**src/hdl/arpr_ram.sv**
```systemverilog
// Generic simple dual-port RAM, one write and one registered read port.
// No dependencies.
`default_nettype none
module arpr_ram #(
    parameter int WIDTH = 96,
    parameter int DEPTH = 48
) (
    input  wire logic                     i_clk,
    input  wire logic                     i_we,
    input  wire logic [$clog2(DEPTH)-1:0] i_waddr,
    input  wire logic [WIDTH-1:0]         i_wdata,
    input  wire logic [$clog2(DEPTH)-1:0] i_raddr,
    output logic      [WIDTH-1:0]         o_rdata
);
    logic [WIDTH-1:0] r_mem [DEPTH];

    always_ff @(posedge i_clk) begin
        if (i_we) begin
            r_mem[i_waddr] <= i_wdata;
        end
        o_rdata <= r_mem[i_raddr];
    end
endmodule
`default_nettype wire

```
**config.mk**
```make
export PLATFORM = sky130hd
export DESIGN_NAME = arpr_ram
export DESIGN_NICKNAME = d
export VERILOG_FILES = /design/src/hdl/arpr_ram.sv
export SDC_FILE = /design/constraint.sdc
export NUM_CORES = 2
export LEC_CHECK = 0
export BUFFER_PORTS_ARGS = -buffer_cell sky130_fd_sc_hd__buf_4
export CAP_MARGIN = 30
export CORE_ASPECT_RATIO = 0.75
export CORE_UTILIZATION = 35
export CTS_BUF_LIST = sky130_fd_sc_hd__clkbuf_8
export DETAILED_ROUTE_END_ITERATION = 8
export PLACE_DENSITY_LB_ADDON = 0.15
export SYNTH_ARGS = -nofsm -noshare
export SYNTH_HDL_FRONTEND = slang
export SYNTH_MEMORY_MAX_BITS = 65536
export SYNTH_SLANG_ARGS = --single-unit
```
**constraint.sdc**
```tcl
create_clock -name i_clk -period 12.37 [get_ports i_clk]
set_clock_uncertainty 0.05 [all_clocks]
set_input_delay 0.6185 -clock i_clk [delete_from_list [all_inputs] [get_ports i_clk]]
set_output_delay 0.6185 -clock i_clk [all_outputs]
set_load 0.02 [all_outputs]
```
# Yosys cells after proc, flatten, opt, wreduce, memory -nomap -nowiden
# Memories as Yosys holds them, arrays and structs flattened. A register that Yosys moved wholly into a read port is not among the register bits.
# Index checks and enable logic that the tools add are counted.
# word_totals
register_bits,0
ram_bits,4608
in_bits,110
output_inout_bits,96
elab_cells,3
n_memories,1
# mem_list
memory,depth,word_bits,read_ports,rd_clocked_by_memory_dff,write_ports,line_no,rtl
r_mem,48,96,1,1,1,15,logic [WIDTH-1:0] r_mem [DEPTH];
# op_classes
muxes,2
# ops
cell,count
1-bit 2-to-1 mux,2

# Depth between registers and ports, before layout
# depth
ltp_word,2
mapped_depth,10

# Worst setup path before layout
# Ideal clock, no wire load.
# synth_timing
kind,input -> register
startpoint,input i_waddr[3]
endpoint,memory r_mem[18][0] (enable)
arrival_time_ps,7599
required_ps,11652
path_slack_ps,4053
stages,3
cell_sequence,nor4bb_1 nand2_1 nor3_1
# synth_rtl
element,line_no,rtl
"start, declared",10,"input wire logic [$clog2(DEPTH)-1:0] i_waddr,"
"end, declared",15,
# No word-level cell before the write port.

==> flow_metrics.env <==
export IMPL_critical_path_class="in2reg"
export IMPL_wl_met3_um=34900
export IMPL_grt_pass1_vias=90900
export IMPL_ys_ff_latch=4704
export IMPL_synth_edf_count=4608
export IMPL_cap_violations=0
export IMPL_yosys_area_top_type="edfxtp_1"
export IMPL_holdWs_ps=177
export IMPL_synthArstFlopShare_pct=0
export IMPL_p_per_area_mw_per_mm2=155
export IMPL_cts_buffer_depth=4
export IMPL_power_leakage_uw=0.0647
export IMPL_synth_cells=7936
export IMPL_ys_flop_type="edfxtp_1"
export IMPL_final_nets=8861
export IMPL_drt_iter0_drc=9518
export IMPL_antenna_found_initial=41
export IMPL_finalSetupViolCount=0
export IMPL_ys_warn_count=0
export IMPL_crit_top_cell="buf_4"
export IMPL_grt_ovfl_total=0
export IMPL_drt_wl_total_um=554000
export IMPL_port_buffers=205
export IMPL_netlist_area_mm2=0.178
export IMPL_viasPerCell=5.54
export IMPL_status="complete, no violations"
export IMPL_dieArea_mm2=0.511
export IMPL_path_clk_slew_ps=70
export IMPL_startpoint_type="input port"
export IMPL_cts_sinks=4704
export IMPL_synthToLayoutAreaGrowth_pct=14.2
export IMPL_hpwl_um=267000
export IMPL_grt_pass1_wl_um=755000
export IMPL_place_congestion=0.728
export IMPL_cp_slowest_cell="buf_4"
export IMPL_critical_path_required_ps=13430
export IMPL_endpoint_kind="register"
export IMPL_rows=226
export IMPL_wire_per_inst_um=34.4
export IMPL_met1_length_um=244000
export IMPL_fp_dieH_um=619
export IMPL_avgSynthCellArea_um2=22.4
export IMPL_cp_slowest_stage_delay_ps=840
export IMPL_drtAntennaViolNets=0
export IMPL_rsz0062_at_grt="false"
export IMPL_tritoncts_num_buffers=722
export IMPL_crit_family="buffers and inverters"
export IMPL_io_pins=206
export IMPL_initial_core_util_pct=35.2
export IMPL_post_cts_buffers=0
export IMPL_worst_slew_pin_slew_ps=1410
export IMPL_htreeDepth=6
export IMPL_seq_area_frac_synth_pct=78.9
export IMPL_die_x_um=825
export IMPL_cts_root_buf="clkbuf_8"
export IMPL_routed_via_count=89100
export IMPL_totalPowerFinal_uw=31500
export IMPL_ys_top_cells_by_area="edfxtp_1, mux4_2, mux2i_1, dfxtp_1, mux2_2"
export IMPL_postCtsHoldBufs=111
export IMPL_fin_crit_sh_pct=37.6
export IMPL_synth_top_cell_area_share_pct=77.8
export IMPL_grt_max_degree=111
export IMPL_drc=0
export IMPL_max_vdd_ir_drop_v=0.000130
export IMPL_fmax_mhz=215
export IMPL_worstSkewPairLatency_ps=1260
export IMPL_path_cells="dlygate4sd3_1 > buf_8 > buf_4 > buf_12 > buf_4 > buf_4 > mux4_2 > mux4_2 > nand2_1 > o311ai_1"
export IMPL_dr_max_layer_used="met5"
export IMPL_grt_total_usage_pct=21.2
export IMPL_cts_tree="yes"
export IMPL_dr_wl_met2_um=263000
export IMPL_drive_gt1_share_pct=26.2
export IMPL_cp_num_buf_inv=6
export IMPL_setup_tns_final_ps=0
export IMPL_worstHoldPathType="in2reg"
export IMPL_synth_cell_type_count=33
export IMPL_cp_arrival_ps=5700
export IMPL_period_needed_ps=4650
export IMPL_detailedRoute_firstPassIterationCount=6
export IMPL_worst_path_max_fanout=87
export IMPL_core_area_mm2=0.506
export IMPL_hold_violations=0
export IMPL_syn_num_nets=8046
export IMPL_slew_viol_final=0
export IMPL_slew_headroom_pct=6.11
export IMPL_cts_resized=0
flip-flops by register name, indices dropped and copies added, names as in the netlist:
signal / cells
o_rdata: 96
r_mem: 4608
tightest hold or removal path: cells and delay by family:
kind	cells	cell delay [ps]
AND/OR/NAND/NOR	2	520
buffers and inverters	1	150
through the flow:
step	instances	setup WS (ps)	utilization [%]	instance area (um2)
2_1_floorplan	7936	4050	-	178000
3_3_place_gp	14600	7090	37.2	188000
3_5_place_dp	14600	7040	37.3	189000
4_1_cts	16100	7860	40.1	203000
5_1_grt	16100	7670	40.2	203000
6_report	16100	7720	40.2	203000
layout by cell type (no fill, tap or decap), drive strengths merged, types with 2 or more instances in the layout:
cell	netlist	layout
and2	96	96
inv	1	314
nand2b	5	5
or2	2	2
o22ai	96	96
nor3	100	100
a211oi	96	96
mux2	96	96
mux2i	576	576
o311ai	96	96
nand3	5	5
nor2b	5	5
nor2	142	142
clkbuf	240	771
o2bb2ai	96	96
bufinv	0	9
buf	223	443
nand2	103	103
dlygate4sd3	0	111
o221ai	96	96
clkinvlp	0	26
dfxtp	96	96
o21ai	192	192
mux4	960	960
edfxtp	4608	4608
clkinv	0	203
diode	0	12
power by group:
| part | leakage [uW] | total (uW) | switching, uW | internal (uW) |
|---|---|---|---|---|
| Clock | 0.00782 | 12200 | 6230 | 5950 |
| Sequential | 0.0423 | 17700 | 90.2 | 17600 |
| Combinational | 0.0146 | 1630 | 1020 | 610 |
| Total | 0.0647 | 31500 | 7340 | 24200 |
cells by family after synthesis:
group | count (synthesis) | synth area share, %
flops | 4704 | 78.9
simple gates | 464 | 1.22
compound gates | 672 | 2.70
mux | 1632 | 16.0
buf+inv | 464 | 1.20
worst paths after layout:
path	startpoint	endpoint	slack, ps	cells after the start
min reg2reg	r_mem[26][66]	o_rdata[66]	680	4
max reg2reg	r_mem[35][11]	o_rdata[11]	9530	6
max	i_raddr[1]	o_rdata[2]	7720	10
min	i_waddr[1]	r_mem[30][18]	180	3
Yosys cell counts (100+ instances only):
library cell,number
nor2_1,142
nor3_1,100
edfxtp_1,4608
clkbuf_1,239
o21ai_0,192
nand2_1,103
mux4_2,960
buf_2,149
mux2i_1,576
metal layers:
| layer | track usage (%) | up-vias |
|---|---|---|
| met5 | 0 | - |
| met4 | 4.64 | 8 |
| met3 | 3.24 | 744 |
| met2 | 34.2 | 3451 |
| met1 | 30.5 | 49500 |
| li1 | - | 35400 |
cell type report:
cell class                 instances  area, um2
clock inverter                   551       2660
antenna                           12       30.0
fill                           44800     303000
timing repair buffer             554       5230
clock buffer                     771      10600
tap                             6726       8420
inverter                           1       11.3
sequential                      4704     140000
multi-input combinational       2768      35800
Note: power is estimated with default switching activity, not from simulation.
