### config.mk
export PLATFORM = sky130hd
export DESIGN_NAME = arpr_cfg
export DESIGN_NICKNAME = d
export VERILOG_FILES = /design/src/hdl/arpr_pkg.sv /design/src/hdl/arpr_cfg.sv
export SDC_FILE = /design/constraint.sdc
export NUM_CORES = 1
export LEC_CHECK = 0
export ABC_CLOCK_PERIOD_IN_PS = 2950
export CORE_AREA = 2 2 99 101
export CTS_BUF_LIST = sky130_fd_sc_hd__clkbuf_8
export CTS_CLUSTER_DIAMETER = 30
export DETAILED_ROUTE_END_ITERATION = 6
export DIE_AREA = 0 0 101 103
export DONT_BUFFER_PORTS = 1
export PLACE_DENSITY = 0.8
export SLEW_MARGIN = 0
export SYNTH_ARGS = -nofsm -noshare
export SYNTH_HDL_FRONTEND = slang
export SYNTH_SLANG_ARGS = --single-unit
### constraint.sdc
create_clock -name i_clk -period 2.95 [get_ports i_clk]
set_input_delay 0.4425 -clock i_clk [delete_from_list [all_inputs] [get_ports i_clk]]
set_output_delay 0.4425 -clock i_clk [all_outputs]
set_load 0.02 [all_outputs]
### src/hdl/arpr_pkg.sv
// Package for the ARP resolver: codes, register map, stored-word layout and
// the structs passed between the controller, output buffer and register block.
// No dependencies.
`default_nettype none
package arpr_pkg;

    localparam int DATA_W = 64;
    localparam int ADDR_W = 5;

    // Register indexes (byte address = 8 * index)
    localparam logic [1:0] REG_OWN_MAC      = 2'd0;
    localparam logic [1:0] REG_OWN_IP       = 2'd1;
    localparam logic [1:0] REG_ENTRY_TTL    = 2'd2;
    localparam logic [1:0] REG_REQ_HOLDOFF  = 2'd3;

    localparam logic [15:0] DEFAULT_TTL     = 16'd30000;
    localparam logic [15:0] DEFAULT_HOLDOFF = 16'd5000;
    localparam logic [47:0] BCAST_MAC       = 48'hFFFF_FFFF_FFFF;

    localparam logic [1:0] CMD_SEND = 2'd0;
    localparam logic [1:0] CMD_RECV = 2'd1;
    localparam logic [1:0] CMD_TICK = 2'd2;

    localparam logic [1:0] FT_IPV4 = 2'd0;
    localparam logic [1:0] FT_ARP  = 2'd1;

    localparam logic ARP_REQUEST = 1'b0;

    localparam logic [2:0] KIND_IPV4    = 3'd0;
    localparam logic [2:0] KIND_ARP_REQ = 3'd1;
    localparam logic [2:0] KIND_ARP_REP = 3'd2;
    localparam logic [2:0] KIND_DELIVER = 3'd3;
    localparam logic [2:0] KIND_DROP    = 3'd4;

    typedef struct packed {
        logic [47:0] own_mac;
        logic [31:0] own_ip;
        logic [15:0] entry_ttl_ms;
        logic [15:0] request_holdoff_ms;
    } t_cfg;

    // One memory word: cache {ip, mac, ttl}, request {ip, -, age},
    // pending {ip, -, handle}.
    typedef struct packed {
        logic [31:0] ip;
        logic [47:0] mac;
        logic [15:0] low;
    } t_word;

    typedef struct packed {
        logic [2:0]  kind;
        logic [47:0] dst_mac;
        logic [31:0] tgt_ip;
        logic [15:0] datagram_id_res;
    } t_result;

    typedef struct packed {
        logic    produce;
        logic    finish;
        t_result res;
    } t_emit;

    typedef enum logic [3:0] {
        S_IDLE, S_CRD, S_CEX, S_CUPD, S_RRD, S_REX, S_RUPD,
        S_QRD, S_QEX, S_QEND, S_TCRD, S_TCEX, S_TRRD, S_TREX, S_DONE
    } t_state;

endpackage
`default_nettype wire

### src/hdl/arpr_cfg.sv
// APB-style register block holding own MAC, own IP and the two lifetimes.
// Depends on arpr_pkg.
`default_nettype none
module arpr_cfg (
    input  wire logic                        i_clk,
    input  wire logic                        i_rst_n,
    input  wire logic                        psel,
    input  wire logic                        penable,
    input  wire logic                        pwrite,
    input  wire logic [arpr_pkg::ADDR_W-1:0] paddr,
    input  wire logic [arpr_pkg::DATA_W-1:0] pwdata,
    output logic      [arpr_pkg::DATA_W-1:0] prdata,
    output logic                             pready,
    output arpr_pkg::t_cfg                   o_cfg
);
    import arpr_pkg::*;

    t_cfg r_cfg, n_cfg;
    logic wr;

    assign pready = 1'b1;
    assign wr = psel && penable && pwrite;
    assign o_cfg = r_cfg;

    always_comb begin
        n_cfg = r_cfg;
        prdata = '0;
        case (paddr[4:3])
            REG_OWN_MAC: begin
                prdata = {16'd0, r_cfg.own_mac};
                if (wr) begin
                    n_cfg.own_mac = pwdata[47:0];
                end
            end
            REG_OWN_IP: begin
                prdata = {32'd0, r_cfg.own_ip};
                if (wr) begin
                    n_cfg.own_ip = pwdata[31:0];
                end
            end
            REG_ENTRY_TTL: begin
                prdata = {48'd0, r_cfg.entry_ttl_ms};
                if (wr) begin
                    n_cfg.entry_ttl_ms = pwdata[15:0];
                end
            end
            REG_REQ_HOLDOFF: begin
                prdata = {48'd0, r_cfg.request_holdoff_ms};
                if (wr) begin
                    n_cfg.request_holdoff_ms = pwdata[15:0];
                end
            end
            default: begin
                prdata = '0;
            end
        endcase
    end

    always_ff @(posedge i_clk) begin
        if (!i_rst_n) begin
            r_cfg <= '{own_mac: '0, own_ip: '0, entry_ttl_ms: DEFAULT_TTL,
                       request_holdoff_ms: DEFAULT_HOLDOFF};
        end else begin
            r_cfg <= n_cfg;
        end
    end
endmodule
`default_nettype wire

# Word-level counts from Yosys, hierarchy flattened
# Index checks and enable logic that the tools add are counted.
[op_classes]
n_addsub = 0
multipliers = 0
div_mod_pow = 0
magnitude_cmp = 0
eq_ne = 3
shifts = 0
muxes = 1
n_bitwise = 0
reduce_logical = 7
[ops]
columns = ["cell", "n"]
rows = [
  ["$pmux 64 s4", 1],
  ["$reduce_and 2->1", 4],
  ["$eq 2x2->1 const B", 2],
  ["$eq 2x1->1 const B", 1],
  ["$logic_and 1x1->1", 2],
  ["$logic_not 2->1", 1],
]
[totals]
ff_bits = 112
latch_bits = 0
ram_bits = 0
romBits = 0
out_inout_bits = 177
word_cells = 15
memories = 0

# Longest topological paths before layout
[logic_depth]
word_depth = 3
ltp_mapped = 6

# Worst setup path after synthesis
# OpenSTA, ideal clock, no wires.
[synth_timing]
path_kind = "in2out"
start = "input port paddr[3] (netlist name)"
end = "output port prdata[12] (netlist name)"
arrival_time_ns = 1.469
setup_slack_ns = 1.039
stages = 3
n_path_buf = 2
path_cell_list = "buf_6 > buf_2 > mux4_2"
[synth_between]
elab_chain_cells = 2
elab_cells_between_ends = 5
classes_between = "3 x eq/ne; 1 x mux; 1 x reduce/logical"
[synth_rtl]
columns = ["item", "line", "text"]
rows = [
  ["start, declared", "arpr_cfg.sv:10", "input wire logic [arpr_pkg::ADDR_W-1:0] paddr,"],
  ["$eq 2x2->1, or another cell as far along", "arpr_cfg.sv:28", "case (paddr[4:3])"],
  ["$pmux 64 s4 (*)", "arpr_cfg.sv:28", ""],
  ["end, declared", "arpr_cfg.sv:12", "output logic [arpr_pkg::DATA_W-1:0] prdata,"],
]
# Every way passes the cells marked *; elsewhere a longest branch is shown, timed or not. The select of a mux whose other input is x is not followed.

# Worst setup path in the final report
[layout_timing]
start = "input port paddr[3] (netlist name)"
end = "output port prdata[47] (netlist name)"
# Same word-level chain as after synthesis.

==> impl.org <==
** Outcome
- Outcome :: finished clean

** Timing
- In the finished design, the share of the clock period the worst path needs comes to 0.6196.
- Final min period :: 1.828 ns
- Clock Skew :: 0 ns
- Achievable Freq :: 0.5471 GHz
- Setup violations remaining at the end of the flow were counted as 0.
- Measured against its own limit, the worst slew margin works out to 0.3707.
- At the pin with the least slew margin, the transition time is 0.9440 ns.
- After routing, the total negative slack on setup checks comes to 0 ns.
- The max-slew violation total from the final report came to 0.
- The hold violation total from the final report came to 0.
- Setup repair after global routing left no endpoint under its margin.

** Cells and area
- Final core area utilization :: 0.5485
- N_diodes :: 0
- Relative to the synthesized area, the layout overhead comes to 1.543%.
- In the final layout, the share of cells above drive strength 1 is 0.07356.
- Final-stage net count :: 573
- Count of fill cells added during filler insertion :: 820
- The register with the most flip-flops in the layout has 112 of them.

** Flow run
- The tool flagged a number of max-cap violations equal to 0.

** Yosys
- In the synthesized netlist the dominant register cell turns out to be sky130_fd_sc_hd__dfxtp_1.
- Average cell area after synthesis :: 9.715 µm²
- The Yosys step of the flow raised 0 warnings.
- After synthesis the netlist holds a flip-flop and latch count of 112.
- The commonest cells after synthesis are sky130_fd_sc_hd__nand2_1 (148), sky130_fd_sc_hd__mux2i_1 (118), sky130_fd_sc_hd__dfxtp_1 (112).
- Share of flip-flops with an asynchronous set or reset after synthesis :: 0
- Synth Cell Area :: 5110 µm²
- Biggest area consumer among synthesized cells :: sky130_fd_sc_hd__dfxtp_1
- EDFF count, synth :: 0
- The synthesized netlist contains 24 unique library cells.
- Share of synthesized area occupied by flip-flops and latches :: 0.4388
- Top cell type's share of synthesized area :: 0.4388
- By area the synthesized netlist is led by sky130_fd_sc_hd__dfxtp_1 (44%), sky130_fd_sc_hd__mux2i_1 (23%), sky130_fd_sc_hd__nand2_1 (11%).
- Synthesis produced a netlist whose cell count is 526.
- Most frequently used cell type in the post-synthesis netlist :: sky130_fd_sc_hd__nand2_1

** Global route
- The number of global-route vias before repair was 3504.
- Pin count of the biggest net entering global routing :: 163
- Remaining global-route overflow :: 0
- Number of antenna violations at the first check in global routing :: 0
- The first global-routing pass estimated 17.16 mm of wire.
- Total routing usage reported by global routing :: 0.2124

** Clock network
- Counting along the longest clock path gives a buffer depth of 2.
- Clock tree synthesis selected as its root buffer the cell sky130_fd_sc_hd__clkbuf_8.
- Level count of the clock H-tree :: 3
- CTS hold repair buffers :: 0
- Clock tree synthesis found a total of 112 sinks.
- Post-CTS setup repair buffer count :: 0
- Count of cells resized by post-cts repair :: 0
- CTS tree :: done
- The clock reaches the later pin of the worst-skew pair after 0.35 ns.
- TritonCTS buffer count :: 9
- Clock-pin slew of the registers on the worst-case setup and hold paths :: 0.09 ns

** Setup path
- STA classifies the critical path endpoint as a primary output.
- Maximum fanout encountered on the critical timing path :: 36
- For this design, the slowest cell found on the critical path is sky130_fd_sc_hd__nor2_1.
- Buf+Inv Stages, Crit Path :: 0
- Data required, critical path :: 2.51 ns
- Walking the worst path, the cells encountered are nor2_1 -> and2_1.
- Grouping stages by cell kind, the critical path spends the most delay in simple AND/OR/NAND/NOR gates.
- Sort of element at the start of the critical path :: primary input
- Crit path largest cell delay :: 0.57 ns
- The critical path is of the in2out type.
- Data arrival time of the critical path :: 1.39 ns

** Route
- The detail route stage leaves a number of antenna-violating nets equal to 0.
- Post-detailed-route DRC marker count :: 0
- Total number of vias :: 3572
- Via-to-Cell Ratio :: 5.789
- Sum of routed wire length over all layers :: 11.61 mm
- Routed wire per std cell :: 18.82 µm
- Detailed-routing iteration count for the pre-antenna-repair pass :: 4
- Count of routing violations after the opening detailed-route iteration :: 124

** Pwr
- P per Cell Area :: 493.9 nW/µm²
- Leakage power of the design :: 1.919 nW
- VDD sags by at most 0.3056 mV.

** Placement
- Input and output buffers added on the ports amount to 0.
- Detailed placement finished with a half-perimeter wire length of 7.851 mm.
- Routability Congestion :: 0.7989

** Die
- Height of the die :: 103 µm
- Floorplan row count :: 36
- For this configuration, the core starts out at a cell density of 0.5402.
- During I/O placement, the number of pins put on the boundary was 251.
- Total Die Area :: 10400 µm²
- The floorplan step defined a core boundary enclosing 9459 µm².
- Measured along the x axis, the die boundary spans 101 µm.

** Worst hold path
- The worst hold path belongs to the class in2reg.
==> cells in the final DEF, fill, tap and decap left out, drive strengths merged, types with 2 or more instances in the layout <==
master	n
nand2	148
mux2i	118
dfxtp	112
nor2	19
conb	17
mux4	16
and2	16
inv	11
clkbuf	11
o21ai	10
o211ai	5
o311ai	5
nor2b	4
buf	4
clkinvlp	2
==> final timing paths <==
kind / startpoint / end / slack, ns / cells after the start
worst max-delay path: paddr[3] / prdata[47] / 1.12 / 2
worst min-delay path: pwdata[47] / o_cfg[111] / 0.22 / 2
worst max register to register: o_cfg[30] / o_cfg[30] / 2.10 / 2
worst min register to register: o_cfg[44] / o_cfg[44] / 0.58 / 2
==> per-stage QoR <==
step	total power, mW	instance area [µm²]	worst slack (ns)	instances	hold slack (ns)
after floorplan	1.807	5166	1.039	541	0.5409
after global placement	1.756	5015	1.081	602	0.5481
after detailed placement	1.763	5015	1.032	602	0.5469
after CTS	2.589	5189	1.093	617	0.1590
after global routing	2.676	5189	0.9938	617	0.1618
final	2.563	5189	1.122	617	0.2168
==> layout make-up <==
class | count | area (µm²) | share of cell area
Multi-Input combinational cell | 363 | 2554 | 0.4922
Clock buffer | 11 | 151.4 | 0.02918
Tap cell | 114 | 142.6 | 0.02749
Inverter | 9 | 33.78 | 0.006511
Clock inverter | 4 | 22.52 | 0.004340
Timing Repair Buffer | 4 | 42.54 | 0.008199
Sequential cell | 112 | 2242 | 0.4321
==> cells by family after synthesis <==
kind of cell	after synthesis	synth area share
simple gates	192	0.1572
other cells	2	0.001470
flops	112	0.4388
buf+inv	66	0.07517
mux	134	0.3017
compound gates	20	0.02571
==> power breakdown <==
| group | total, mW | switching (mW) | leakage, nW | internal (mW) |
|---|---|---|---|---|
| Clock | 0.835 | 0.491 | 0.0900 | 0.344 |
| Sequential | 1.58 | 0.0454 | 0.905 | 1.53 |
| Combinational | 0.150 | 0.0908 | 0.925 | 0.0590 |
==> per-layer routing <==
layer	global-route usage	vias up	share of wire
met4	0.1008	0	0.020
met2	0.3738	191	0.50
met1	0.2342	1700	0.39
met3	0.06644	18	0.092
met5	0	-	0
li1	-	1663	-
Power figures use the tool's default switching activity.
