File: src/hdl/arpr_pkg.sv
// Package for the ARP resolver: codes, register map, stored-word layout and
// the structs passed between the controller, output buffer and register block.
// No dependencies.
`default_nettype none
package arpr_pkg;

    localparam int DATA_W = 64;
    localparam int ADDR_W = 5;

    // Register indexes (byte address = 8 * index)
    localparam logic [1:0] REG_OWN_MAC      = 2'd0;
    localparam logic [1:0] REG_OWN_IP       = 2'd1;
    localparam logic [1:0] REG_ENTRY_TTL    = 2'd2;
    localparam logic [1:0] REG_REQ_HOLDOFF  = 2'd3;

    localparam logic [15:0] DEFAULT_TTL     = 16'd30000;
    localparam logic [15:0] DEFAULT_HOLDOFF = 16'd5000;
    localparam logic [47:0] BCAST_MAC       = 48'hFFFF_FFFF_FFFF;

    localparam logic [1:0] CMD_SEND = 2'd0;
    localparam logic [1:0] CMD_RECV = 2'd1;
    localparam logic [1:0] CMD_TICK = 2'd2;

    localparam logic [1:0] FT_IPV4 = 2'd0;
    localparam logic [1:0] FT_ARP  = 2'd1;

    localparam logic ARP_REQUEST = 1'b0;

    localparam logic [2:0] KIND_IPV4    = 3'd0;
    localparam logic [2:0] KIND_ARP_REQ = 3'd1;
    localparam logic [2:0] KIND_ARP_REP = 3'd2;
    localparam logic [2:0] KIND_DELIVER = 3'd3;
    localparam logic [2:0] KIND_DROP    = 3'd4;

    typedef struct packed {
        logic [47:0] own_mac;
        logic [31:0] own_ip;
        logic [15:0] entry_ttl_ms;
        logic [15:0] request_holdoff_ms;
    } t_cfg;

    // One memory word: cache {ip, mac, ttl}, request {ip, -, age},
    // pending {ip, -, handle}.
    typedef struct packed {
        logic [31:0] ip;
        logic [47:0] mac;
        logic [15:0] low;
    } t_word;

    typedef struct packed {
        logic [2:0]  kind;
        logic [47:0] dst_mac;
        logic [31:0] tgt_ip;
        logic [15:0] datagram_id_res;
    } t_result;

    typedef struct packed {
        logic    produce;
        logic    finish;
        t_result res;
    } t_emit;

    typedef enum logic [3:0] {
        S_IDLE, S_CRD, S_CEX, S_CUPD, S_RRD, S_REX, S_RUPD,
        S_QRD, S_QEX, S_QEND, S_TCRD, S_TCEX, S_TRRD, S_TREX, S_DONE
    } t_state;

endpackage
`default_nettype wire

File: src/hdl/arpr_if.sv
// Handshake channels of the ARP resolver: input word and result word.
// No dependencies.
`default_nettype none


interface arpr_out_if;
    logic        valid;
    logic        ready;
    logic [2:0]  kind;
    logic [47:0] dst_mac;
    logic [31:0] tgt_ip;
    logic [15:0] datagram_id_res;
    logic        last;

    modport source (output valid, kind, dst_mac, tgt_ip, datagram_id_res, last,
                    input ready);
    modport sink (input valid, kind, dst_mac, tgt_ip, datagram_id_res, last,
                  output ready);
endinterface
`default_nettype wire

File: src/hdl/arpr_outbuf.sv
// Result staging: holds the newest result until the next one or the end of
// the input word is known, which sets the last flag; then an output register.
// Depends on arpr_pkg and arpr_if.
`default_nettype none
module arpr_outbuf (
    input  wire logic          i_clk,
    input  wire logic          i_rst_n,
    input  arpr_pkg::t_emit    i_emit,
    output logic               o_ok,
    arpr_out_if.source         o_out
);
    import arpr_pkg::*;

    logic    r_hold_v, n_hold_v;
    t_result r_hold, n_hold;
    logic    r_ov, n_ov;
    t_result r_out, n_out;
    logic    r_last, n_last;

    assign o_ok = !r_hold_v || !r_ov || o_out.ready;

    always_comb begin
        n_hold_v = r_hold_v;
        n_hold   = r_hold;
        n_ov     = r_ov;
        n_out    = r_out;
        n_last   = r_last;
        if (r_ov && o_out.ready) begin
            n_ov = 1'b0;
        end
        if (i_emit.produce) begin
            if (r_hold_v) begin
                n_ov   = 1'b1;
                n_out  = r_hold;
                n_last = 1'b0;
            end
            n_hold   = i_emit.res;
            n_hold_v = 1'b1;
        end else if (i_emit.finish && r_hold_v) begin
            n_ov     = 1'b1;
            n_out    = r_hold;
            n_last   = 1'b1;
            n_hold_v = 1'b0;
        end
    end

    always_ff @(posedge i_clk) begin
        if (!i_rst_n) begin
            r_hold_v <= 1'b0;
            r_ov     <= 1'b0;
        end else begin
            r_hold_v <= n_hold_v;
            r_ov     <= n_ov;
        end
        r_hold <= n_hold;
        r_out  <= n_out;
        r_last <= n_last;
    end

    assign o_out.valid           = r_ov;
    assign o_out.kind            = r_out.kind;
    assign o_out.dst_mac         = r_out.dst_mac;
    assign o_out.tgt_ip          = r_out.tgt_ip;
    assign o_out.datagram_id_res = r_out.datagram_id_res;
    assign o_out.last            = r_last;
endmodule
`default_nettype wire

File: src/flat_wrapper.sv
// flat-port wrapper written by rule: the top's interface ports become plain ports
module arpr_outbuf_flat import arpr_pkg::*;
  (i_clk, i_rst_n, i_emit, o_ok, o_out_valid, o_out_kind, o_out_dst_mac, o_out_tgt_ip, o_out_datagram_id_res, o_out_last, o_out_ready);
  arpr_out_if o_out_i ();
  input  wire logic i_clk;
  input  wire logic i_rst_n;
  input  arpr_pkg::t_emit i_emit;
  output logic o_ok;
  output wire logic [$bits(o_out_i.valid)-1:0] o_out_valid;
  output wire logic [$bits(o_out_i.kind)-1:0] o_out_kind;
  output wire logic [$bits(o_out_i.dst_mac)-1:0] o_out_dst_mac;
  output wire logic [$bits(o_out_i.tgt_ip)-1:0] o_out_tgt_ip;
  output wire logic [$bits(o_out_i.datagram_id_res)-1:0] o_out_datagram_id_res;
  output wire logic [$bits(o_out_i.last)-1:0] o_out_last;
  input wire logic [$bits(o_out_i.ready)-1:0] o_out_ready;
  assign o_out_valid = o_out_i.valid;
  assign o_out_kind = o_out_i.kind;
  assign o_out_dst_mac = o_out_i.dst_mac;
  assign o_out_tgt_ip = o_out_i.tgt_ip;
  assign o_out_datagram_id_res = o_out_i.datagram_id_res;
  assign o_out_last = o_out_i.last;
  assign o_out_i.ready = o_out_ready;
  arpr_outbuf u_core (.i_clk(i_clk), .i_rst_n(i_rst_n), .i_emit(i_emit), .o_ok(o_ok), .o_out(o_out_i));
endmodule
File: config.mk
export PLATFORM = sky130hd
export DESIGN_NAME = arpr_outbuf_flat
export DESIGN_NICKNAME = d
export VERILOG_FILES = /design/src/hdl/arpr_pkg.sv /design/src/hdl/arpr_if.sv /design/src/hdl/arpr_outbuf.sv /design/src/flat_wrapper.sv
export SDC_FILE = /design/constraint.sdc
export NUM_CORES = 1
export LEC_CHECK = 0
export ABC_CLOCK_PERIOD_IN_PS = 3500
export BUFFER_PORTS_ARGS = -buffer_cell sky130_fd_sc_hd__buf_2
export CAP_MARGIN = 20
export CORE_MARGIN = 2
export CORE_UTILIZATION = 44
export DETAILED_ROUTE_END_ITERATION = 8
export GPL_TIMING_DRIVEN = 0
export PLACE_DENSITY = 0.77
export SLEW_MARGIN = 20
export SYNTH_ARGS = -nofsm -noshare
export SYNTH_HDL_FRONTEND = slang
export SYNTH_SLANG_ARGS = --single-unit
File: constraint.sdc
create_clock -name i_clk -period 3.5 [get_ports i_clk]
set_input_delay 0.7 -clock i_clk [delete_from_list [all_inputs] [get_ports i_clk]]
set_output_delay 0.7 -clock i_clk [all_outputs]
set_load 0.005 [all_outputs]
# Word-level counts from Yosys, hierarchy flattened
# Index checks and enable logic that the tools add are counted.
op_classes:
  n_eq_ne: 1
  n_mux: 12
  n_reduce_logical: 8
op_table:
  columns: ["op", "n"]
  rows:
  - ["99-bit 2-to-1 mux", 3]
  - ["1-bit 2-to-1 mux", 9]
  - ["1-bit logical AND", 2]
  - ["1-bit logical NOT", 2]
  - ["1-bit logical OR", 2]
  - ["2-bit by 1-bit != test with 1-bit output (second input constant)", 1]
  - ["2-bit AND reduction", 1]
  - ["2-bit nonzero test", 1]
totals:
  ff_bits: 201
  in_bits: 104
  output_inout_bits: 102
  word_cells: 32

# Depth between registers and ports, before layout
# Gate-level depths: netlist of run 1.
logic_depth:
  word_depth: 4
  depth_mapped: 2
  mapped_depth_nobuf: 2

# Worst setup path before layout of run 1
# OpenSTA, ideal clock, no wires.
synth_timing:
  path_kind: "in2reg"
  startpoint: "in i_emit[100] (netlist bit)"
  endpoint: "reg u_core.r_out (netlist bit u_core.o_out.datagram_id_res[0]) (enable)"
  setup_ps: 467
  arrival_time_ps: 2987
  t_required_ps: 3033
  path_slack_ps: 46
  cell_stages: 1
  n_path_buf: 0
  path_cell_list: "o21a_1"
synth_between:
  elab_chain_len: 2
  word_cells_on_any_way: 3
  classes_between: "1 x eq/ne; 2 x reduce/logical"
synth_lines:
  columns: ["item", "line_no", "source"]
  rows:
  - ["from (decl)", "flat_wrapper.sv:7", "input arpr_pkg::t_emit i_emit;"]
  - ["2-bit by 1-bit != test with 1-bit output (no source line) / 2-bit nonzero test (equally long branches)", null, null]
  - ["2-bit AND reduction (no source line) *", null, null]
  - ["to (signal assigned)", "arpr_outbuf.sv:56", "r_out <= n_out;"]
  - ["to (decl)", "arpr_outbuf.sv:17", "t_result r_out, n_out;"]
# Every way passes the cells marked *; elsewhere a longest branch is shown, timed or not.
# A chain may end at the register's enable or synchronous reset.

# Final worst setup path of run 1
layout_timing:
  startpoint: "in i_emit[100] (netlist bit)"
  endpoint: "reg u_core.r_out (netlist bit u_core.o_out.datagram_id_res[3]) (enable)"
# The elaborated chain is that of the path after synthesis.

==> results.py, run 1 <==
metrics = {
    "setup_path": {
        "worst_path_largest_cell_delay_ns": 0.62,
        "worst-setup-path-type": "primary input to flip-flop",
        "cp_slowest_cell": "sky130_fd_sc_hd__o21a_4",
        "reg2reg_setup_slack_ns": 1.84,
        "crit_fanout": 55,
        "worst_path_most_repeated_cell": "sky130_fd_sc_hd__buf_16",
        "rr_worst_depth": 2,
        "required_ns": 3.65,
        "timing.critical_path.cells": "buf_6, buf_16, o21a_4, buf_16",
        "end_kind": "flip-flop",
        "worst_setup_path_start_kind": "primary input",
        "crit-reg2reg-launch": "u_core.r_hold_v",
        "timing.critical_path.arrival_ns": 2.41,
        "r2r_end": "u_core.o_out.datagram_id_res[3]",
    },
    "global_route": {
        "global_route_wire_length_before_repair_mm": 15.3,
        "globalRoute.totalOverflow": 0,
        "globalRouteTotalUtil_pct": 13.6,
        "maximum_number_of_pins_on_one_net_before_global_route_repair": 56,
        "first_global_vias": 2970,
        "antenna_found_initial": 0,
    },
    "clock_network": {
        "clk_latency_ns": 0.47,
        "cts_buffers": 21,
        "number_of_clock_sinks_seen_by_cts": 201,
        "h-tree-depth": 1,
        "cts_setup_buffers": 0,
        "cts_hold_buf": 0,
        "cts_clk_pin_slew_worst_paths_ns": 0.06,
        "max-clock-path-buffers": 3,
        "gates_resized_cts_repair": 0,
        "clockRootBuffer": "sky130_fd_sc_hd__clkbuf_16",
        "tritoncts": "done",
    },
    "layout": {
        "post_route_cells_drive_above_1_share_pct": 53.1,
        "area.growth.synth_to_final_pct": 32.4,
        "antenna-diode-count": 0,
        "post-route-cell-area_sq_um": 8020,
        "final_common_cell": "sky130_fd_sc_hd__buf_2",
        "most_frequent_cells_in_the_layout": "sky130_fd_sc_hd__buf_2 (204), sky130_fd_sc_hd__edfxtp_1 (199), sky130_fd_sc_hd__clkbuf_16 (21)",
        "layout.nets": 542,
    },
    "detailed_routing": {
        "dr_total_vias": 2776,
        "drt_iter0_drc": 176,
        "drtAntennaViolNets": 0,
        "drt-pass1-iter-count": 4,
        "drc": 0,
        "detail_route.vias_per_cell": 4.42,
        "postRouteWirelength_mm": 10.1,
        "drt-wirelength-per-cell_um": 16.1,
    },
    "logic_synthesis": {
        "synth-seq-cells": 201,
        "syn_inst": 208,
        "portion_of_the_post_synthesis_area_used_by_sequential_elements_pct": 99.3,
        "syn_avg_cell_area_sq_um": 29.1,
        "distinct_cells_synth": 8,
        "synthesized_netlist_net_count": 312,
        "synth.yosys.warnings": 0,
        "synth_area_sq_um": 6060,
    },
    "timing": {
        "slew_violations": 0,
        "clock-skew-final_ns": 0.00872,
        "max_slew_headroom_at_the_worst_pin_pct": 54.2,
        "fin_setup_tns_ns": 0,
        "final_hold_viol_count": 0,
        "rsz_0062_raised_after_global_routing": "no",
        "setup-violations-final": 0,
        "finalCriticalPeriod_ns": 2.26,
        "worst_slew_pin_slew_ns": 0.688,
        "postLayoutSetupSlackWorst_ns": 1.24,
        "timing.final.crit_share_pct": 64.6,
        "maxClockFrequency_ghz": 0.442,
    },
    "hold_path": {
        "worstHoldPathType": "primary input to flip-flop",
        "min_to": "u_core.r_hold[23]",
        "hold_path.startpoint": "i_emit[23]",
        "depth_of_the_worst_hold_timing_path": 1,
    },
    "pwr": {
        "static_leakage_uw": 0.00309,
        "worst_ir_drop_vdd_uv": 470,
        "power_density_nw_per_um2": 636,
    },
    "status": {
        "run_status": "finished, final reports clean",
    },
    "floorplanning": {
        "row_count": 42,
        "die_area_sq_um": 14700,
        "die_h_um": 121,
        "chipWidth_um": 121,
        "io-pin-count": 206,
        "initial_core_util_pct": 45.4,
        "design.core.area_sq_um": 13300,
    },
    "placement": {
        "placedInstanceArea_sq_um": 7370,
        "post-dp-hpwl_mm": 6.87,
        "globalplace.congestion": 0.683,
        "place_ws_ns": 0.676,
        "placement.io_buffers": 205,
    },
    "job": {
        "max_cap_viol_count": 0,
    },
}
## cell families (layout without fill, tap and decap cells)
family | after synthesis | count (layout) | share of synthesized area [%]
flip-flops | 201 | 201 | 99.3
AO/OA/AOI/OAI | 3 | 3 | 0.372
AND/OR/NAND/NOR | 3 | 3 | 0.269
buffers and inverters | 1 | 245 | 0.0619
## sequential cells by signal, indices dropped and copies added (netlist names)
name	flops
u_core.o_out.tgt_ip	32
u_core.o_out.last	1
u_core.r_hold	99
u_core.o_out.datagram_id_res	16
u_core.o_out.dst_mac	48
u_core.o_out.valid	1
u_core.r_hold_v	1
u_core.o_out.kind	3
## per-layer routing
layer  vias up  routed length [um]  global-route usage, %
met5         -                   0                      0
met4         0                 292                   4.17
met3        20                 969                   5.45
met2       138                4970                   22.7
met1      1314                3900                   16.2
li1       1304                   -                      -
## metrics by stage
stage	utilization [%]	hold WS, ns	total power, uW	cells
3_5_place_dp	55.2	0.405	3120	591
5_1_grt	60.1	0.376	5300	628
6_report	60.1	0.401	5100	628
3_3_place_gp	54.7	0.400	3100	589
4_1_cts	60.1	0.373	5170	628
2_1_floorplan	-	0.400	2950	208
## Yosys cell counts, drive strengths merged
| cell type | n | area share, % |
|---|---|---|
| nor2b | 1 | 0.10 |
| edfxtp | 199 | 99 |
| dfxtp | 2 | 0.66 |
| nand2 | 1 | 0.062 |
| o21a | 2 | 0.25 |
| inv | 1 | 0.062 |
| a21boi | 1 | 0.12 |
| nand2b | 1 | 0.10 |
## power breakdown
group	leakage (uW)	switching [uW]	total (uW)	internal (uW)
clock network	0.000322	821	2040	1220
registers	0.00192	38.1	2870	2840
logic	0.000851	99.3	185	85.6
## worst max-delay path: cells and delay by family
kind	cells	cell delay [ns]
compound gates	1	0.62
buf+inv	3	1.01
## worst max path at each step
stage | start | endpoint | cells past startpoint
final | i_emit[100] | u_core.o_out.datagram_id_res[3] | 4
after CTS | i_emit[100] | u_core.o_out.dst_mac[6] | 4
after global placement | i_emit[100] | u_core.o_out.tgt_ip[27] | 2
after global routing | i_emit[100] | u_core.o_out.tgt_ip[27] | 4
after detailed placement | i_emit[100] | u_core.o_out.tgt_ip[27] | 4
after floorplan | i_emit[100] | u_core.o_out.datagram_id_res[0] | 1
## cell type report
| cell class | count | area, sq um |
|---|---|---|
| clock inverters | 10 | 80.1 |
| repair buffers | 207 | 1090 |
| fillers | 1024 | 5330 |
| well taps | 176 | 220 |
| multi-input cells | 6 | 46.3 |
| flip-flops and latches | 201 | 6020 |
| inverters | 1 | 3.75 |
| clock buffers | 27 | 568 |
Power figures use the tool's default switching activity.
==> inputs of run 2 (changes only) <==
--- a/config.mk
+++ b/config.mk
@@ -5,14 +5,14 @@
 export SDC_FILE = /design/constraint.sdc
 export NUM_CORES = 1
 export LEC_CHECK = 0
-export ABC_CLOCK_PERIOD_IN_PS = 3500
+export ABC_CLOCK_PERIOD_IN_PS = 2300
 export BUFFER_PORTS_ARGS = -buffer_cell sky130_fd_sc_hd__buf_2
 export CAP_MARGIN = 20
 export CORE_MARGIN = 2
-export CORE_UTILIZATION = 44
+export CORE_UTILIZATION = 49
 export DETAILED_ROUTE_END_ITERATION = 8
 export GPL_TIMING_DRIVEN = 0
-export PLACE_DENSITY = 0.77
+export PLACE_DENSITY = 0.81
 export SLEW_MARGIN = 20
 export SYNTH_ARGS = -nofsm -noshare
 export SYNTH_HDL_FRONTEND = slang
==> constraint.sdc (replaced) <==
create_clock -name i_clk -period 2.3 [get_ports i_clk]
set_input_delay 0.46 -clock i_clk [delete_from_list [all_inputs] [get_ports i_clk]]
set_output_delay 0.46 -clock i_clk [all_outputs]
set_load 0.005 [all_outputs]
==> results.py, run 2 (synthesis results as in run 1) <==
metrics = {
    "floorplanning": {
        "die_h_um": 115,
        "design.core.area_sq_um": 12100,
        "chipWidth_um": 115,
        "initial_core_util_pct": 50.2,
        "die_area_sq_um": 13300,
        "row_count": 40,
        "io-pin-count": 206,
    },
    "timing": {
        "setup-violations-final": 0,
        "timing.final.crit_share_pct": 86.2,
        "postLayoutSetupSlackWorst_ns": 0.316,
        "finalCriticalPeriod_ns": 1.98,
        "maxClockFrequency_ghz": 0.504,
        "rsz_0062_raised_after_global_routing": "no",
        "worst_slew_pin_slew_ns": 0.724,
        "final_hold_viol_count": 0,
        "clock-skew-final_ns": 0.0107,
        "slew_violations": 0,
        "fin_setup_tns_ns": 0,
        "max_slew_headroom_at_the_worst_pin_pct": 51.8,
    },
    "placement": {
        "post-dp-hpwl_mm": 6.63,
        "place.detailed.instances": 583,
        "globalplace.congestion": 0.720,
        "placement.io_buffers": 205,
        "placedInstanceArea_sq_um": 7360,
        "place_ws_ns": -0.227,
    },
    "job": {
        "max_cap_viol_count": 0,
    },
    "layout": {
        "final_common_cell": "sky130_fd_sc_hd__buf_2",
        "largest_reg_flops": 99,
        "final_cell_count_no_fill": 618,
        "antenna-diode-count": 0,
        "area.growth.synth_to_final_pct": 32.1,
        "post-route-cell-area_sq_um": 8000,
        "filler_cell_count": 810,
        "most_frequent_cells_in_the_layout": "sky130_fd_sc_hd__buf_2 (204), sky130_fd_sc_hd__edfxtp_1 (199), sky130_fd_sc_hd__clkbuf_16 (21)",
        "top_register": "u_core.r_hold",
        "layout.nets": 541,
        "post_route_cells_drive_above_1_share_pct": 52.4,
    },
    "setup_path": {
        "worst-setup-path-type": "primary input to flip-flop",
        "rr_worst_depth": 2,
        "crit_fanout": 62,
        "worst_path_most_repeated_cell": "sky130_fd_sc_hd__buf_16",
        "timing.critical_path.arrival_ns": 2.13,
        "worst_path_largest_cell_delay_ns": 0.64,
        "worst_setup_path_start_kind": "primary input",
        "timing.critical_path.cells": "buf_6, buf_16, o21a_4, buf_16",
        "crit-reg2reg-launch": "u_core.r_hold_v",
        "r2r_end": "u_core.o_out.tgt_ip[4]",
        "reg2reg_setup_slack_ns": 0.63,
        "required_ns": 2.45,
        "end_kind": "flip-flop",
        "cp_slowest_cell": "sky130_fd_sc_hd__o21a_4",
    },
    "clock_network": {
        "cts_setup_buffers": 0,
        "gates_resized_cts_repair": 0,
        "clk_latency_ns": 0.47,
        "number_of_clock_sinks_seen_by_cts": 201,
        "cts_clk_pin_slew_worst_paths_ns": 0.06,
        "cts_hold_buf": 0,
        "clockRootBuffer": "sky130_fd_sc_hd__clkbuf_16",
        "h-tree-depth": 1,
        "max-clock-path-buffers": 3,
        "cts_buffers": 20,
        "tritoncts": "done",
    },
    "global_route": {
        "globalRouteTotalUtil_pct": 13.7,
        "first_global_vias": 2804,
        "maximum_number_of_pins_on_one_net_before_global_route_repair": 63,
        "antenna_found_initial": 0,
        "global_route_wire_length_before_repair_mm": 13.9,
        "globalRoute.totalOverflow": 0,
    },
    "hold_path": {
        "depth_of_the_worst_hold_timing_path": 1,
        "min_to": "u_core.r_hold[13]",
        "hold_path.startpoint": "i_emit[13]",
        "worstHoldPathType": "primary input to flip-flop",
    },
    "pwr": {
        "power.clock.fraction_pct": 40.0,
        "combPwrFrac_pct": 3.6,
        "worst_ir_drop_vdd_uv": 780,
        "p_sw_uw": 1420,
        "power_density_nw_per_um2": 968,
        "seq_power_share_pct": 56.4,
        "intPower_uw": 6330,
        "static_leakage_uw": 0.00309,
        "power.share.switching_pct": 18.3,
    },
    "status": {
        "run_status": "finished, final reports clean",
    },
    "detailed_routing": {
        "drt_iter0_drc": 206,
        "drt-pass1-iter-count": 4,
        "detail_route.vias_per_cell": 4.45,
        "drtAntennaViolNets": 0,
        "postRouteWirelength_mm": 9.61,
        "drt-wirelength-per-cell_um": 15.5,
        "dr_total_vias": 2750,
        "drc": 0,
    },
}
-- run 2: routing by layer --
metal,global-route usage [%],part of all wire [%]
met1,16.5,38
met2,23.1,50
met3,5.59,10
met4,3.94,1.6
met5,0,0
-- run 2: through the flow --
| stage | util (%) | hold slack [ns] | power [uW] |
|---|---|---|---|
| 6_report | 66.4 | 0.159 | 7750 |
| 5_1_grt | 66.4 | 0.137 | 8030 |
| 4_1_cts | 66.4 | 0.135 | 7850 |
| 3_5_place_dp | 61.0 | 0.405 | 4740 |
| 3_3_place_gp | 60.5 | 0.400 | 4710 |
| 2_1_floorplan | - | 0.400 | 4480 |
-- run 2: power by group through the flow --
stage / Clock, uW / Combinational, uW / Sequential (uW)
2_1_floorplan: 0 / 33.0 / 4450
3_3_place_gp: 0 / 260 / 4450
3_5_place_dp: 0 / 284 / 4450
4_1_cts: 3190 / 284 / 4380
5_1_grt: 3330 / 306 / 4390
6_report: 3100 / 277 / 4370
-- run 2: worst max path at each step --
| stage | from | end | slack [ns] | cells after the start |
|---|---|---|---|---|
| floorplan | i_emit[100] | u_core.o_out.datagram_id_res[0] | 0.11 | 1 |
| global placement | i_emit[100] | u_core.o_out.tgt_ip[31] | -2.14 | 2 |
| detailed placement | i_emit[100] | u_core.o_out.tgt_ip[31] | -0.23 | 4 |
| CTS | i_emit[100] | u_core.o_out.tgt_ip[4] | 0.27 | 4 |
| global route | i_emit[100] | u_core.o_out.dst_mac[5] | 0.18 | 4 |
| finish | i_emit[100] | u_core.o_out.tgt_ip[4] | 0.32 | 4 |
-- run 2: final cells by class --
cell class | count | area (sq um) | area share [%]
sequential | 201 | 6020 | 75.2
tap | 168 | 210 | 2.63
inverter | 1 | 3.75 | 0.0469
timing repair buffer | 207 | 1090 | 13.6
clock buffer | 24 | 537 | 6.71
clock inverter | 11 | 104 | 1.30
multi-input combinational | 6 | 46.3 | 0.578
-- run 2: critical path, delay by kind of cell --
kind            cells  cell delay (ns)
compound gates      1             0.64
buf+inv             3             0.98
==> inputs of run 3 (changes only) <==
--- a/config.mk
+++ b/config.mk
@@ -13,6 +13,7 @@
 export DETAILED_ROUTE_END_ITERATION = 8
 export GPL_TIMING_DRIVEN = 0
 export PLACE_DENSITY = 0.81
+export RECOVER_POWER = 100
 export SLEW_MARGIN = 20
 export SYNTH_ARGS = -nofsm -noshare
 export SYNTH_HDL_FRONTEND = slang
==> results.py, run 3 (synthesis results as in run 1) <==
metrics = {
    "status": {
        "run_status": "finished, final reports clean",
    },
    "layout": {
        "core_utilization_of_the_finished_layout_pct": 65.7,
        "most_frequent_cells_in_the_layout": "sky130_fd_sc_hd__edfxtp_1 (199), sky130_fd_sc_hd__buf_2 (138), sky130_fd_sc_hd__clkbuf_1 (68)",
        "final_common_cell": "sky130_fd_sc_hd__edfxtp_1",
        "top_register": "u_core.r_hold",
        "filler_cell_count": 845,
        "layout.nets": 541,
        "post-route-cell-area_sq_um": 7920,
        "largest_reg_flops": 99,
        "area.growth.synth_to_final_pct": 30.8,
        "antenna-diode-count": 0,
        "post_route_cells_drive_above_1_share_pct": 37.8,
    },
    "clock_network": {
        "clk_latency_ns": 0.47,
        "cts_hold_buf": 0,
        "h-tree-depth": 1,
        "max-clock-path-buffers": 3,
        "tritoncts": "done",
        "number_of_clock_sinks_seen_by_cts": 201,
        "clockRootBuffer": "sky130_fd_sc_hd__clkbuf_16",
        "cts_clk_pin_slew_worst_paths_ns": 0.06,
        "cts_setup_buffers": 0,
        "cts_buffers": 20,
        "gates_resized_cts_repair": 0,
    },
    "hold_path": {
        "min_to": "u_core.r_hold[13]",
        "hold_path.startpoint": "i_emit[13]",
        "depth_of_the_worst_hold_timing_path": 1,
        "worstHoldPathType": "primary input to flip-flop",
    },
    "timing": {
        "final_hold_viol_count": 0,
        "slew_violations": 0,
        "postLayoutSetupSlackWorst_ns": 0.318,
        "finalCriticalPeriod_ns": 1.98,
        "worst_slew_pin_slew_ns": 0.724,
        "rsz_0062_raised_after_global_routing": "no",
        "timing.final.crit_share_pct": 86.2,
        "maxClockFrequency_ghz": 0.505,
        "clock-skew-final_ns": 0.0119,
        "max_slew_headroom_at_the_worst_pin_pct": 51.7,
        "setup-violations-final": 0,
    },
    "setup_path": {
        "crit-reg2reg-launch": "u_core.r_hold_v",
        "worst_path_most_repeated_cell": "sky130_fd_sc_hd__buf_16",
        "worst-setup-path-type": "primary input to flip-flop",
        "reg2reg_setup_slack_ns": 0.63,
        "cp_num_buf_inv": 3,
        "timing.critical_path.arrival_ns": 2.13,
        "setup.worst_path.start": "i_emit[100]",
        "worst_path_largest_cell_delay_ns": 0.64,
        "end_kind": "flip-flop",
        "required_ns": 2.45,
        "cp_slowest_cell": "sky130_fd_sc_hd__o21a_4",
        "timing.critical_path.cells": "buf_6, buf_16, o21a_4, buf_16",
        "rr_worst_depth": 2,
        "r2r_end": "u_core.o_out.tgt_ip[4]",
        "critical-path-top-delay-family": "buffers and inverters",
        "crit_fanout": 62,
        "worst_setup_path_start_kind": "primary input",
    },
    "placement": {
        "place_ws_ns": -0.227,
        "placement.io_buffers": 205,
        "placedInstanceArea_sq_um": 7360,
        "post-dp-hpwl_mm": 6.63,
        "globalplace.congestion": 0.720,
    },
    "global_route": {
        "antenna_found_initial": 0,
        "maximum_number_of_pins_on_one_net_before_global_route_repair": 63,
        "globalRouteTotalUtil_pct": 13.7,
        "global_route_wire_length_before_repair_mm": 13.9,
        "first_global_vias": 2804,
        "globalRoute.totalOverflow": 0,
    },
    "detailed_routing": {
        "drc": 0,
        "drt_iter0_drc": 227,
        "detail_route.vias_per_cell": 4.47,
        "drt-wirelength-per-cell_um": 15.7,
        "drt-pass1-iter-count": 4,
        "dr_total_vias": 2763,
        "postRouteWirelength_mm": 9.69,
        "drtAntennaViolNets": 0,
    },
    "floorplanning": {
        "io-pin-count": 206,
        "die_h_um": 115,
        "chipWidth_um": 115,
        "row_count": 40,
        "initial_core_util_pct": 50.2,
        "design.core.area_sq_um": 12100,
        "die_area_sq_um": 13300,
    },
    "job": {
        "max_cap_viol_count": 0,
    },
    "pwr": {
        "post-layout-total-power_uw": 7740,
        "static_leakage_uw": 0.00291,
        "worst_ir_drop_vdd_uv": 780,
        "power_density_nw_per_um2": 977,
    },
}
==> run 3: changes by cell type in the layout (fill, tap and decap cells not counted), sizes merged <==
cell / change
buf: -65
clkbuf: +65
==> run 3: metrics by stage <==
stage	setup TNS [ns]	instances	hold WS, ns
after floorplan	0	208	0.400
after global placement	-230.20	581	0.400
after detailed placement	-11.61	583	0.405
after CTS	0	618	0.135
after global routing	0	618	0.137
final	0	618	0.159
==> run 3: worst max path at each step <==
stage,slack [ns],endpoint,cells past startpoint
detailed placement,-0.23,u_core.o_out.tgt_ip[31],4
CTS,0.27,u_core.o_out.tgt_ip[4],4
global route,0.18,u_core.o_out.dst_mac[5],4
floorplan,0.11,u_core.o_out.datagram_id_res[0],1
finish,0.32,u_core.o_out.tgt_ip[4],4
global placement,-2.14,u_core.o_out.tgt_ip[31],2
==> run 3: layout make-up <==
cell class | count | area (sq um) | share of cell area [%]
clock buffers | 24 | 537 | 6.78
well taps | 168 | 210 | 2.65
flip-flops and latches | 201 | 6020 | 75.9
repair buffers | 207 | 1000 | 12.7
multi-input cells | 6 | 46.3 | 0.584
inverters | 1 | 3.75 | 0.0474
clock inverters | 11 | 104 | 1.31
==> run 3: metal layers <==
layer	up-vias	routed length (um)	global-route usage [%]	part of all wire (%)
met5	-	0	0	0
li1	1302	-	-	-
met2	143	4820	23.1	50
met3	17	961	5.59	9.9
met1	1301	3740	16.5	39
met4	0	159	3.94	1.6
==> run 3: report_power, final <==
part	switching, uW	internal, uW	total, uW
sequential	60.2	4310	4370
combinational	147	116	263
clock	1220	1880	3100
total	1420	6310	7740
